--- config.mk ---
export PLATFORM = sky130hd
export DESIGN_NAME = ready_list_scheduler
export DESIGN_NICKNAME = d
export VERILOG_FILES = /design/src/design/rls_pkg.sv /design/src/design/ready_list_scheduler.sv /design/src/design/rls_cell.sv
export SDC_FILE = /design/constraint.sdc
export NUM_CORES = 2
export LEC_CHECK = 0
export BUFFER_PORTS_ARGS = -buffer_cell sky130_fd_sc_hd__clkbuf_2
export CORE_MARGIN = 2
export CORE_UTILIZATION = 40
export DETAILED_ROUTE_END_ITERATION = 10
export SLEW_MARGIN = 5
export SYNTH_ARGS = -nofsm -noshare
export SYNTH_HDL_FRONTEND = slang
export SYNTH_SLANG_ARGS = --single-unit
--- constraint.sdc ---
create_clock -name clk_i -period 10 [get_ports clk_i]
set_input_delay 1 -clock clk_i [delete_from_list [all_inputs] [get_ports clk_i]]
set_output_delay 1 -clock clk_i [all_outputs]
set_load 0.05 [all_outputs]
--- src/design/rls_pkg.sv ---
`default_nettype none

package rls_pkg;

  localparam int unsigned ID_W    = 8;
  localparam int unsigned PRIO_W  = 4;
  localparam int unsigned NEED_W  = 8;
  localparam int unsigned COUNT_W = 5;

  typedef enum logic [3:0] {
    OP_HOLD,
    OP_INS_PRIO,
    OP_INS_TAIL,
    OP_REMOVE,
    OP_ROTATE,
    OP_REINSERT,
    OP_HEAD_WR,
    OP_SORT_EVEN,
    OP_SORT_ODD
  } rls_op_e;

endpackage

`default_nettype wire

--- src/design/ready_list_scheduler.sv ---
`default_nettype none

// Ready-list scheduler: a row of list cells, slot 0 is the head.
// Command channel: an item (mode, need_time, priority_req) is taken on a
// rising edge with start high and busy low. mode 1 adds a process, mode 0
// runs the head entry for one time unit.
// Result channel: result_valid_o is high for exactly one cycle, registered
// from state EXEC with the result word; the result ports hold the word in that cycle.
// The receiver cannot stall, so no word is ever held back.
// busy is high in state EXEC, so a new item is taken only after the last one
// has left it. A priority-mode tick on a list reordered under round robin adds
// an odd-even transposition sort over the cells, with busy high throughout;
// the result word is still registered from state EXEC, not after the sort.
// Config channel: cfg_valid_i/cfg_ready_o write the policy bit
// (0 priority with aging, 1 round robin); it applies from the next item.
// Reset: list empty, identifier counter and policy zero, no result pending.

module ready_list_scheduler #(
  parameter int unsigned MAX_PROCS = 16,
  parameter int unsigned TIME_BITS = 8
) (
  input  wire logic                        clk_i,
  input  wire logic                        rst_ni,
  input  wire logic                        start,
  output logic                             busy,
  input  wire logic                        mode_i,
  input  wire logic [rls_pkg::NEED_W-1:0]  need_time_i,
  input  wire logic [rls_pkg::PRIO_W-1:0]  priority_req_i,
  input  wire logic                        cfg_valid_i,
  output logic                             cfg_ready_o,
  input  wire logic                        cfg_policy_i,
  output logic                             result_valid_o,
  output logic                             ran_o,
  output logic [rls_pkg::ID_W-1:0]         run_id_o,
  output logic [rls_pkg::NEED_W-1:0]       run_remaining_o,
  output logic                             finished_o,
  output logic                             add_refused_o,
  output logic [rls_pkg::COUNT_W-1:0]      ready_count_o
);
  import rls_pkg::*;

  localparam int unsigned CntW   = $clog2(MAX_PROCS + 1);
  localparam int unsigned PhW    = $clog2(MAX_PROCS);
  localparam int unsigned EntW   = ID_W + 2 * TIME_BITS + PRIO_W;
  localparam int unsigned TMaxI  = (2 ** TIME_BITS) - 1;
  localparam logic [CntW-1:0] FullC    = CntW'(MAX_PROCS);
  localparam logic [PhW-1:0]  LastPhC  = PhW'(MAX_PROCS - 1);
  localparam logic [TIME_BITS-1:0] TMaxC = TIME_BITS'(TMaxI);

  localparam logic [1:0] ST_IDLE = 2'd0;
  localparam logic [1:0] ST_EXEC = 2'd1;
  localparam logic [1:0] ST_SORT = 2'd2;

  logic [1:0]           state_q, state_d;
  logic                 mode_q;
  logic [TIME_BITS-1:0] need_q;
  logic [PRIO_W-1:0]    prio_q;
  logic                 policy_q;
  logic [CntW-1:0]      count_q, count_d;
  logic [ID_W-1:0]      next_id_q, next_id_d;
  logic                 sorted_q, sorted_d;
  logic [PhW-1:0]       phase_q, phase_d;

  logic                 strobe_q;
  logic                 ran_q, ran_d;
  logic [ID_W-1:0]      rid_q, rid_d;
  logic [TIME_BITS-1:0] rem_q, rem_d;
  logic                 fin_q, fin_d;
  logic                 ref_q, ref_d;

  logic                 accept;
  logic [TIME_BITS-1:0] need_sat;
  rls_op_e              op;
  logic [EntW-1:0]      ent_bus;
  logic [EntW-1:0]      cell_ent [MAX_PROCS];
  logic                 carry [MAX_PROCS+1];

  logic [ID_W-1:0]      h_id;
  logic [TIME_BITS-1:0] h_need;
  logic [TIME_BITS-1:0] h_done;
  logic [PRIO_W-1:0]    h_prio;
  logic [TIME_BITS-1:0] h_done_inc;
  logic [PRIO_W-1:0]    h_prio_aged;
  logic                 h_fin;

  assign busy        = (state_q != ST_IDLE);
  assign accept      = start && !busy;
  assign cfg_ready_o = 1'b1;

  assign need_sat = (32'(need_time_i) > TMaxI) ? TMaxC : TIME_BITS'(need_time_i);

  assign {h_id, h_need, h_done, h_prio} = cell_ent[0];
  assign h_done_inc  = (h_done == TMaxC) ? h_done : h_done + TIME_BITS'(1);
  assign h_prio_aged = (!policy_q && (h_prio > PRIO_W'(1))) ? h_prio - PRIO_W'(1) : h_prio;
  assign h_fin       = (h_done_inc >= h_need);

  always_comb begin
    state_d   = state_q;
    count_d   = count_q;
    next_id_d = next_id_q;
    sorted_d  = sorted_q;
    phase_d   = phase_q;
    op        = OP_HOLD;
    ent_bus   = {h_id, h_need, h_done_inc, h_prio_aged};
    ran_d     = 1'b0;
    rid_d     = '0;
    rem_d     = '0;
    fin_d     = 1'b0;
    ref_d     = 1'b0;
    unique case (state_q)
      ST_IDLE: begin
        if (accept) begin
          state_d = ST_EXEC;
        end
      end
      ST_EXEC: begin
        state_d = ST_IDLE;
        if (mode_q) begin
          if (count_q == FullC) begin
            ref_d = 1'b1;
          end else begin
            op        = policy_q ? OP_INS_TAIL : OP_INS_PRIO;
            ent_bus   = {next_id_q, need_q, TIME_BITS'(0), prio_q};
            count_d   = count_q + CntW'(1);
            next_id_d = next_id_q + ID_W'(1);
            rid_d     = next_id_q;
            rem_d     = need_q;
            if (policy_q && (count_q != '0)) begin
              sorted_d = 1'b0;
            end
          end
        end else if (count_q != '0) begin
          ran_d   = 1'b1;
          rid_d   = h_id;
          rem_d   = h_fin ? '0 : h_need - h_done_inc;
          fin_d   = h_fin;
          count_d = count_q - CntW'(h_fin);
          if (h_fin) begin
            op = OP_REMOVE;
          end else if (policy_q) begin
            op       = OP_ROTATE;
            sorted_d = 1'b0;
          end else if (sorted_q) begin
            op = OP_REINSERT;
          end else begin
            op = OP_HEAD_WR;
          end
          if (!policy_q && !sorted_q) begin
            state_d = ST_SORT;
            phase_d = '0;
          end
        end
        if (count_d <= CntW'(1)) begin
          sorted_d = 1'b1;
        end
      end
      ST_SORT: begin
        op      = phase_q[0] ? OP_SORT_ODD : OP_SORT_EVEN;
        phase_d = phase_q + PhW'(1);
        if (phase_q == LastPhC) begin
          state_d  = ST_IDLE;
          sorted_d = 1'b1;
        end
      end
      default: begin
        state_d = ST_IDLE;
      end
    endcase
  end

  assign carry[0] = 1'b0;

  for (genvar k = 0; k < MAX_PROCS; k++) begin : g_cell
    logic [EntW-1:0] left_w;
    logic [EntW-1:0] right_w;
    if (k == 0) begin : g_first
      assign left_w = '0;
    end else begin : g_mid_l
      assign left_w = cell_ent[k-1];
    end
    if (k == MAX_PROCS - 1) begin : g_last
      assign right_w = '0;
    end else begin : g_mid_r
      assign right_w = cell_ent[k+1];
    end
    rls_cell #(
      .IDX       (k),
      .TIME_BITS (TIME_BITS),
      .CNT_W     (CntW)
    ) u_cell (
      .clk_i   (clk_i),
      .op_i    (op),
      .count_i (count_q),
      .carry_i (carry[k]),
      .carry_o (carry[k+1]),
      .ent_i   (ent_bus),
      .left_i  (left_w),
      .right_i (right_w),
      .ent_o   (cell_ent[k])
    );
  end

  always_ff @(posedge clk_i or negedge rst_ni) begin
    if (!rst_ni) begin
      state_q   <= ST_IDLE;
      policy_q  <= 1'b0;
      count_q   <= '0;
      next_id_q <= '0;
      sorted_q  <= 1'b1;
      phase_q   <= '0;
      strobe_q  <= 1'b0;
    end else begin
      state_q   <= state_d;
      count_q   <= count_d;
      next_id_q <= next_id_d;
      sorted_q  <= sorted_d;
      phase_q   <= phase_d;
      strobe_q  <= (state_q == ST_EXEC);
      if (cfg_valid_i && cfg_ready_o) begin
        policy_q <= cfg_policy_i;
      end
    end
  end

  always_ff @(posedge clk_i) begin
    if (accept) begin
      mode_q <= mode_i;
      need_q <= need_sat;
      prio_q <= priority_req_i;
    end
    if (state_q == ST_EXEC) begin
      ran_q <= ran_d;
      rid_q <= rid_d;
      rem_q <= rem_d;
      fin_q <= fin_d;
      ref_q <= ref_d;
      ready_count_o <= COUNT_W'(count_d);
    end
  end

  assign result_valid_o  = strobe_q;
  assign ran_o           = ran_q;
  assign run_id_o        = rid_q;
  assign run_remaining_o = NEED_W'(rem_q);
  assign finished_o      = fin_q;
  assign add_refused_o   = ref_q;

  a_count_bound: assert property (@(posedge clk_i) disable iff (!rst_ni)
    count_q <= FullC)
    else $error("entry count above list depth");

  a_strobe_after_exec: assert property (@(posedge clk_i) disable iff (!rst_ni)
    result_valid_o |-> $past(state_q == ST_EXEC))
    else $error("result word without an executed item");

  a_refused_full: assert property (@(posedge clk_i) disable iff (!rst_ni)
    (result_valid_o && add_refused_o) |->
      (!ran_o && (ready_count_o == COUNT_W'(MAX_PROCS))))
    else $error("add refused on a list that is not full");

  a_finish_ran: assert property (@(posedge clk_i) disable iff (!rst_ni)
    (result_valid_o && finished_o) |-> ran_o)
    else $error("finish flagged without a run");

  a_sort_end: assert property (@(posedge clk_i) disable iff (!rst_ni)
    (state_q == ST_SORT && phase_q == LastPhC) |=> (sorted_q && state_q == ST_IDLE))
    else $error("sort pass did not close");

endmodule

`default_nettype wire

--- src/design/rls_cell.sv ---
`default_nettype none

module rls_cell #(
  parameter int unsigned IDX       = 0,
  parameter int unsigned TIME_BITS = 8,
  parameter int unsigned CNT_W     = 5,
  localparam int unsigned EntW     = rls_pkg::ID_W + 2 * TIME_BITS + rls_pkg::PRIO_W
) (
  input  wire logic                 clk_i,
  input  wire rls_pkg::rls_op_e     op_i,
  input  wire logic [CNT_W-1:0]     count_i,
  input  wire logic                 carry_i,
  output logic                      carry_o,
  input  wire logic [EntW-1:0]      ent_i,
  input  wire logic [EntW-1:0]      left_i,
  input  wire logic [EntW-1:0]      right_i,
  output logic [EntW-1:0]           ent_o
);
  import rls_pkg::*;

  localparam logic [CNT_W-1:0] IdxC   = CNT_W'(IDX);
  localparam logic [CNT_W-1:0] NextC  = CNT_W'(IDX + 1);
  localparam bit               IsHead = (IDX == 0);
  localparam bit               IsOdd  = ((IDX % 2) == 1);

  logic [EntW-1:0]   ent_q;
  logic [EntW-1:0]   ent_d;
  logic [PRIO_W-1:0] prio_s;
  logic [PRIO_W-1:0] prio_l;
  logic [PRIO_W-1:0] prio_r;
  logic [PRIO_W-1:0] prio_e;
  logic              valid_s;
  logic              valid_r;
  logic              match;
  logic              gt_next;
  logic              odd_phase;

  assign prio_s  = ent_q[PRIO_W-1:0];
  assign prio_l  = left_i[PRIO_W-1:0];
  assign prio_r  = right_i[PRIO_W-1:0];
  assign prio_e  = ent_i[PRIO_W-1:0];
  assign valid_s = (count_i > IdxC);
  assign valid_r = (count_i > NextC);

  assign match   = (count_i == IdxC) ||
                   ((op_i == OP_INS_PRIO) && valid_s && (prio_s < prio_e));
  assign carry_o = carry_i | match;
  assign gt_next = valid_r && (prio_r > prio_e);
  assign odd_phase = (op_i == OP_SORT_ODD);

  always_comb begin
    ent_d = ent_q;
    unique case (op_i)
      OP_HOLD: begin
        ent_d = ent_q;
      end
      OP_INS_PRIO, OP_INS_TAIL: begin
        if (carry_i) begin
          ent_d = left_i;
        end else if (match) begin
          ent_d = ent_i;
        end
      end
      OP_REMOVE: begin
        ent_d = right_i;
      end
      OP_ROTATE: begin
        ent_d = (count_i == NextC) ? ent_i : right_i;
      end
      OP_REINSERT: begin
        if (gt_next) begin
          ent_d = right_i;
        end else if (IsHead || (prio_s > prio_e)) begin
          ent_d = ent_i;
        end
      end
      OP_HEAD_WR: begin
        if (IsHead) begin
          ent_d = ent_i;
        end
      end
      OP_SORT_EVEN, OP_SORT_ODD: begin
        if (IsOdd == odd_phase) begin
          if (valid_r && (prio_s < prio_r)) begin
            ent_d = right_i;
          end
        end else if (!IsHead) begin
          if (valid_s && (prio_l < prio_s)) begin
            ent_d = left_i;
          end
        end
      end
      default: begin
        ent_d = ent_q;
      end
    endcase
  end

  always_ff @(posedge clk_i) begin
    ent_q <= ent_d;
  end

  assign ent_o = ent_q;

endmodule

`default_nettype wire
## Yosys cells after proc, flatten, opt, wreduce, memory -nomap -nowiden

Index checks and enable logic that the tools add are counted.

| storage, ports and cells | value |
|---|---|
| bits of input ports | 18 |
| logic and storage cells | 515 |
| register bits after elaboration | 507 |
| output and inout port bits | 27 |

| operators by class | value |
|---|---|
| add/sub/neg operators | 7 |
| order comparisons | 68 |
| bitwise logic cells | 16 |
| equality and inequality tests | 87 |
| reduce and logical (&&, ||, !) cells | 117 |
| muxes and demuxes | 188 |

Operator list:

| kind | number |
|---|---|
| 28-bit two-way mux | 128 |
| 28-bit one-hot mux with 5 select lines | 15 |
| 28-bit one-hot mux with 6 select lines | 1 |
| 4-bit < comparator | 31 |
| 3-bit by 1-bit inequality test with 1-bit output (second input constant) | 38 |
| 5-bit AND reduction | 15 |
| 1-bit logical AND | 68 |
| 8-bit two-way mux | 8 |
| 4-bit greater-than comparator | 15 |
| 5-bit by 4-bit == test with 1-bit output (second input constant) | 8 |
| 5-bit by 4-bit greater-than comparator with 1-bit output (second input constant) | 8 |
| 5-bit two-way mux | 5 |
| 4-bit two-way mux | 6 |
| 3-bit by 2-bit inequality test with 1-bit output (second input constant) | 8 |
| 5-bit by 3-bit == test with 1-bit output (second input constant) | 4 |
| 5-bit by 3-bit greater-than comparator with 1-bit output (second input constant) | 4 |
| 4-bit inequality test (second input constant) | 5 |
| 2-bit two-way mux | 9 |
| 8-bit by 1-bit adder with 8-bit output (second input constant) | 2 |
| 4-bit by 3-bit == test with 1-bit output (second input constant) | 4 |
| 1-bit logical OR | 16 |
| 4-bit one-hot mux with 2 select lines | 2 |
| 1-bit bitwise OR | 14 |
| 2-bit inequality test (second input constant) | 6 |
| 39 further kinds | 63 |

## Longest topological paths before layout

| depth | value |
|---|---|
| word-level depth | 27 |
| depth in mapped cells | 24 |
| mapped depth without buffers | 21 |

## Cells and area by module

From an unflattened synthesis, not the netlist that was laid out.

| second synthesis, totals | value |
|---|---|
| cells, all modules | 5739 |
| area, all modules | 52745.6 µm² |

Modules (own cells, without submodules):

| module | seq. area each (µm²) | area an instance (µm²) | cells each | times used |
|---|---|---|---|---|
| ready_list_scheduler | 1662.8 | 3550.9 | 374 | 1 |
| rls_cell (g_cell[15].u_cell) | 840.8 | 3523.4 | 424 | 1 |
| rls_cell (g_cell[5].u_cell) | 840.8 | 3503.4 | 394 | 1 |
| rls_cell (g_cell[7].u_cell) | 840.8 | 3367.0 | 371 | 1 |
| rls_cell (g_cell[9].u_cell) | 840.8 | 3367.0 | 399 | 1 |
| rls_cell (g_cell[13].u_cell) | 840.8 | 3347.0 | 368 | 1 |
| rls_cell (g_cell[12].u_cell) | 840.8 | 3279.4 | 360 | 1 |
| rls_cell (g_cell[6].u_cell) | 840.8 | 3246.9 | 332 | 1 |
| rls_cell (g_cell[10].u_cell) | 840.8 | 3211.8 | 358 | 1 |
| rls_cell (g_cell[2].u_cell) | 840.8 | 3113.0 | 332 | 1 |
| rls_cell (g_cell[1].u_cell) | 840.8 | 3074.2 | 338 | 1 |
| rls_cell (g_cell[4].u_cell) | 840.8 | 2999.1 | 367 | 1 |
| rls_cell (g_cell[0].u_cell) | 840.8 | 2837.7 | 307 | 1 |
| rls_cell (g_cell[11].u_cell) | 840.8 | 2817.7 | 264 | 1 |
| 3 more rows | -- | -- | -- | -- |

## Worst setup path after synthesis

Ideal clock, no wire load.

| timing | value |
|---|---|
| path kind | register -> register |
| start | register state_q[1] |
| end | register g_cell[4].u_cell.ent_q[0] (enable) |
| arrival | 8.996 ns |
| data required time | 9.435 ns |
| cell stages (with the launch flop) | 21 |
| library setup time | 0.565 ns |
| period minus slack after synthesis | 9.561 ns |
| buffers on the path | 4 |
| setup slack | 0.439 ns |
| cells stage by stage | dfrtp_1 > inv_1 > ha_1 > clkbuf_1 > nand2_1 > nor2_1 > clkbuf_1 > nand2_1 > nand2_1 > inv_1 > clkbuf_1 > ha_1 > nor2b_1 > o21a_1 > o21a_1 > o22ai_1 > a2111oi_1 > nor3_1 > a21oi_1 > buf_2 > a2111oi_0 |

| on the way | value |
|---|---|
| longest elaborated chain between the ends | 11 |
| elaborated cells between the ends (all ways) | 45 |
| those cells by class | order compare (7); eq/ne (13); mux (2); bitwise (3); reduce/logical (20) |

Ends and longest elaborated chain:

| what | line | source |
|---|---|---|
| start, declared | ready_list_scheduler.sv:54 | `logic [1:0] state_q, state_d;` |
| start signal, assigned | ready_list_scheduler.sv:213 | `state_q <= state_d;` |
| branches (longest 10 deep; another with 4-bit < comparator) | -- |  |
| 5-bit AND reduction (no line) (*) | -- |  |
| end signal, assigned | rls_cell.sv:100 | `ent_q <= ent_d;` |
| end, declared | rls_cell.sv:26 | `logic [EntW-1:0] ent_q;` |

Mark *: on every way between the ends.
A chain may end at the register's enable or synchronous reset.

## Worst setup path after layout

| timing | value |
|---|---|
| start | register count_q[1] |
| end | register g_cell[15].u_cell.ent_q[7] (enable) |

| on the way | value |
|---|---|
| longest elaborated chain between the ends | 24 |
| elaborated cells between the ends (all ways) | 140 |
| those cells by class | order compare (35); eq/ne (27); mux (7); bitwise (14); reduce/logical (57) |

Ends and longest elaborated chain:

| what | line | source |
|---|---|---|
| start, declared | ready_list_scheduler.sv:59 | `logic [CntW-1:0] count_q, count_d;` |
| start signal, assigned | ready_list_scheduler.sv:214 | `count_q <= count_d;` |
| branches (longest 23 deep; another with 4-bit < comparator) | -- |  |
| 5-bit AND reduction (no line) (*) | -- |  |
| end signal, assigned | rls_cell.sv:100 |  |
| end, declared | rls_cell.sv:26 |  |

Marks and branches as above.

==> flow_metrics.tcl <==
set metrics [dict create \
    routed_wl_mm 123 \
    ys.flop_type "edfxtp_1" \
    drive_above_1_share 0.104 \
    status "finished, final reports clean" \
    cts_tree "built" \
    final_nets 3615 \
    drt_first_pass_iters 8 \
    critical_path_required_ns 10.23 \
    hold_viol 0 \
    numClockSinks 507 \
    period_needed_ns 7.37 \
    setup_viol 0 \
    synth_cells 3616 \
    worst_setup_path_end_kind "flip-flop" \
    worst_slew_pin_slew_ns 1.31 \
    hold_class "input pin to async pin" \
    setup_tns_ns 0 \
    dpl.hpwl_mm 85.0 \
    die_h_um 300 \
    drc 0 \
    arrival_ns 7.60 \
    ys_types 102 \
    ctsHoldBuffers 0 \
    area_delta_synth_final_pct 8.54 \
    clk_pin_slew_ns 0.06 \
    start_util 0.405 \
    critPathLaunchType "flip-flop" \
    antenna_found_initial 0 \
    fillers 8283 \
    grt_pass1_wl_mm 186 \
    ff2ff_setup_slack_ns 2.63 \
    maxSlewViolCount 0 \
    synth_area_um2 35200 \
    die_x_um 300 \
    fin_crit_sh 0.737 \
    cap_violations 0 \
    placement.io_buffers 43 \
    first_global_vias 29400 \
    clock_latency_ns 0.65 \
    post-cts-setup-buffers 0 \
    wl_per_cell_um 26.4 \
    crit_type "flip-flop to flip-flop" \
    fin_skew_ns 0.0401 \
    cp_max_fo 33 \
    cts_resized 0 \
    avgSynthCellArea_um2 9.72 \
    ant_nets 0 \
    die-area_um2 90300 \
    synth.ff_latch_count 507 \
    ctsLongestPathBuffers 3 \
    relSlewSlack 0.128 \
    cts_buffers 57 \
    io_pins 45 \
    grt_max_degree 180 \
    rsz0062_at_grt "no" \
    synth-edff-count 485 \
    vias 31100 \
    ys_warn_count 0 \
    root_buffer "clkbuf_16" \
    drt_iter0_markers 4019 \
    grt_overflow_total 0 \
    n_antenna_cell 0 \
    num_rows 108 \
    grtUsageTotal 0.263 \
    place.gp.congestion 0.933 \
    htreeDepth 2 \
    viasPerCell 6.67 \
    core_area_um2 86900 \
    ys_seq_area_frac 0.430 \
    fmax_ghz 0.136 \
    async_flop_share 0.0434 \
    synthesis.nets 3761 \
]
==> worst max-delay path, cell delays in order, from the launching register on <==
cell and delay [ns]:
dfrtp_1 0.48, inv_1 0.17, ha_1 0.35, nand4bb_1 0.28, nand3_1 0.17, buf_4 0.38, nand2_1 0.10, nand2_1 0.10
buf_4 0.26, inv_1 0.33, buf_4 0.34, ha_1 0.32, nor2b_1 0.13, o21a_1 0.12, o21a_1 0.13, o22ai_1 0.10
a2111oi_1 0.40, buf_4 0.21, nand2_1 0.16, a31oi_1 0.38, o211ai_1 0.17, buf_4 0.35, a2111oi_0 0.95, a21oi_4 0.50
==> per-stage QoR <==
step	setup slack, ns	area (um^2)	cells	utilization	hold slack (ns)
6_report	2.63	38200	4671	0.439	0.421
5_1_grt	2.06	38200	4671	0.439	0.448
4_1_cts	2.66	38200	4671	0.439	0.419
3_5_place_dp	2.71	36400	4566	0.419	0.524
3_3_place_gp	2.89	36400	4566	0.419	0.491
2_1_floorplan	0.439	35200	3616	-	0.468
==> cells in the mapped netlist, drive strengths merged, types with 6 or more instances <==
cell type | n | share of area
nor2b | 26 | 0.0046
o211ai | 45 | 0.0099
a221oi | 193 | 0.048
or3 | 9 | 0.0016
a21boi | 13 | 0.0028
nor2 | 147 | 0.016
nand3 | 48 | 0.0070
dfrtp | 21 | 0.015
xnor2 | 16 | 0.0040
a211o | 7 | 0.0017
o221ai | 16 | 0.0080
o2bb2ai | 28 | 0.0070
and2 | 46 | 0.0082
buf | 105 | 0.017
o21ai | 409 | 0.059
inv | 102 | 0.011
a21oi | 114 | 0.016
a2111oi | 7 | 0.0018
clkbuf | 240 | 0.026
mux2 | 60 | 0.019
nor4 | 10 | 0.0023
a31oi | 26 | 0.0052
o21a | 23 | 0.0049
edfxtp | 485 | 0.41
a211oi | 53 | 0.012
mux2i | 168 | 0.048
a22o | 14 | 0.0035
or2 | 11 | 0.0020
and3 | 20 | 0.0037
a32oi | 6 | 0.0019
nor3 | 23 | 0.0034
nand2 | 536 | 0.057
a41o | 9 | 0.0026
nand2b | 30 | 0.0053
a221o | 85 | 0.024
o22ai | 36 | 0.0066
a22oi | 126 | 0.028
ha | 127 | 0.045
a21o | 12 | 0.0026
nand4 | 10 | 0.0018
a222oi | 88 | 0.025
==> area by class of cell <==
cell class	instances	area (um^2)	area share
flip-flops and latches	507	15100	0.396
multi-input cells	2659	18500	0.484
inverters	105	394	0.0103
clock inverters	29	241	0.00633
repair buffers	140	968	0.0254
well taps	1155	1450	0.0379
clock buffers	76	1520	0.0398
==> flip-flops by register name, summed over array words and instances, names as in the netlist, 2 cells and up <==
| signal | count |
|---|---|
| run_remaining_o | 8 |
| next_id_q | 8 |
| g_cell.u_cell.ent_o | 448 |
| need_q | 8 |
| prio_q | 4 |
| count_q | 5 |
| state_q | 2 |
| run_id_o | 8 |
| phase_q | 4 |
| ready_count_o | 5 |
==> cell usage in the layout (no fill, tap or decap), types with 43 or more instances in the layout <==
| cell type | instances |
|---|---|
| nor2_1 | 141 |
| a222oi_1 | 88 |
| o21ai_0 | 393 |
| a211oi_1 | 51 |
| inv_1 | 102 |
| a221oi_1 | 192 |
| buf_4 | 95 |
| a221o_1 | 85 |
| a22oi_1 | 114 |
| nand3_1 | 45 |
| o211ai_1 | 43 |
| a21oi_1 | 111 |
| clkbuf_16 | 57 |
| nand2_1 | 535 |
| edfxtp_1 | 485 |
| and2_1 | 43 |
| mux2i_1 | 168 |
| mux2_2 | 47 |
| clkbuf_2 | 43 |
| ha_1 | 126 |
==> metal layers <==
layer	wire (um)	GRT usage	up-vias
li1	-	-	13900
met1	51700	0.363	15500
met2	58000	0.429	1534
met3	9450	0.0312	236
met5	0	0	-
met4	4210	0.0911	0
==> kinds of logic after synthesis <==
logic type | share of synthesized area
AO/OA/AOI/OAI | 0.281
flip-flops | 0.430
buffers and inverters | 0.0537
XOR/XNOR | 0.00473
other | 0.000107
AND/OR/NAND/NOR | 0.118
adder cells (fa/ha/maj) | 0.0458
multiplexers | 0.0671
==> final timing paths <==
path / start / to / depth (start not counted)
max: count_q[1]$_DFF_PN0_ / g_cell[15].u_cell.ent_o[7]$_DFFE_PP_ / 23
min reg2reg: next_id_q[7]$_DFFE_PN0P_ / next_id_q[7]$_DFFE_PN0P_ / 1
max reg2reg: count_q[1]$_DFF_PN0_ / g_cell[15].u_cell.ent_o[7]$_DFFE_PP_ / 23
max in group asynchronous: rst_ni / count_q[3]$_DFF_PN0_ / 1
min: rst_ni / next_id_q[6]$_DFFE_PN0P_ / 1
min in group clk_i: next_id_q[7]$_DFFE_PN0P_ / next_id_q[7]$_DFFE_PN0P_ / 1
Power is not shown: default switching activity piles up to over one toggle a cycle in this logic, so the estimate is an artifact.
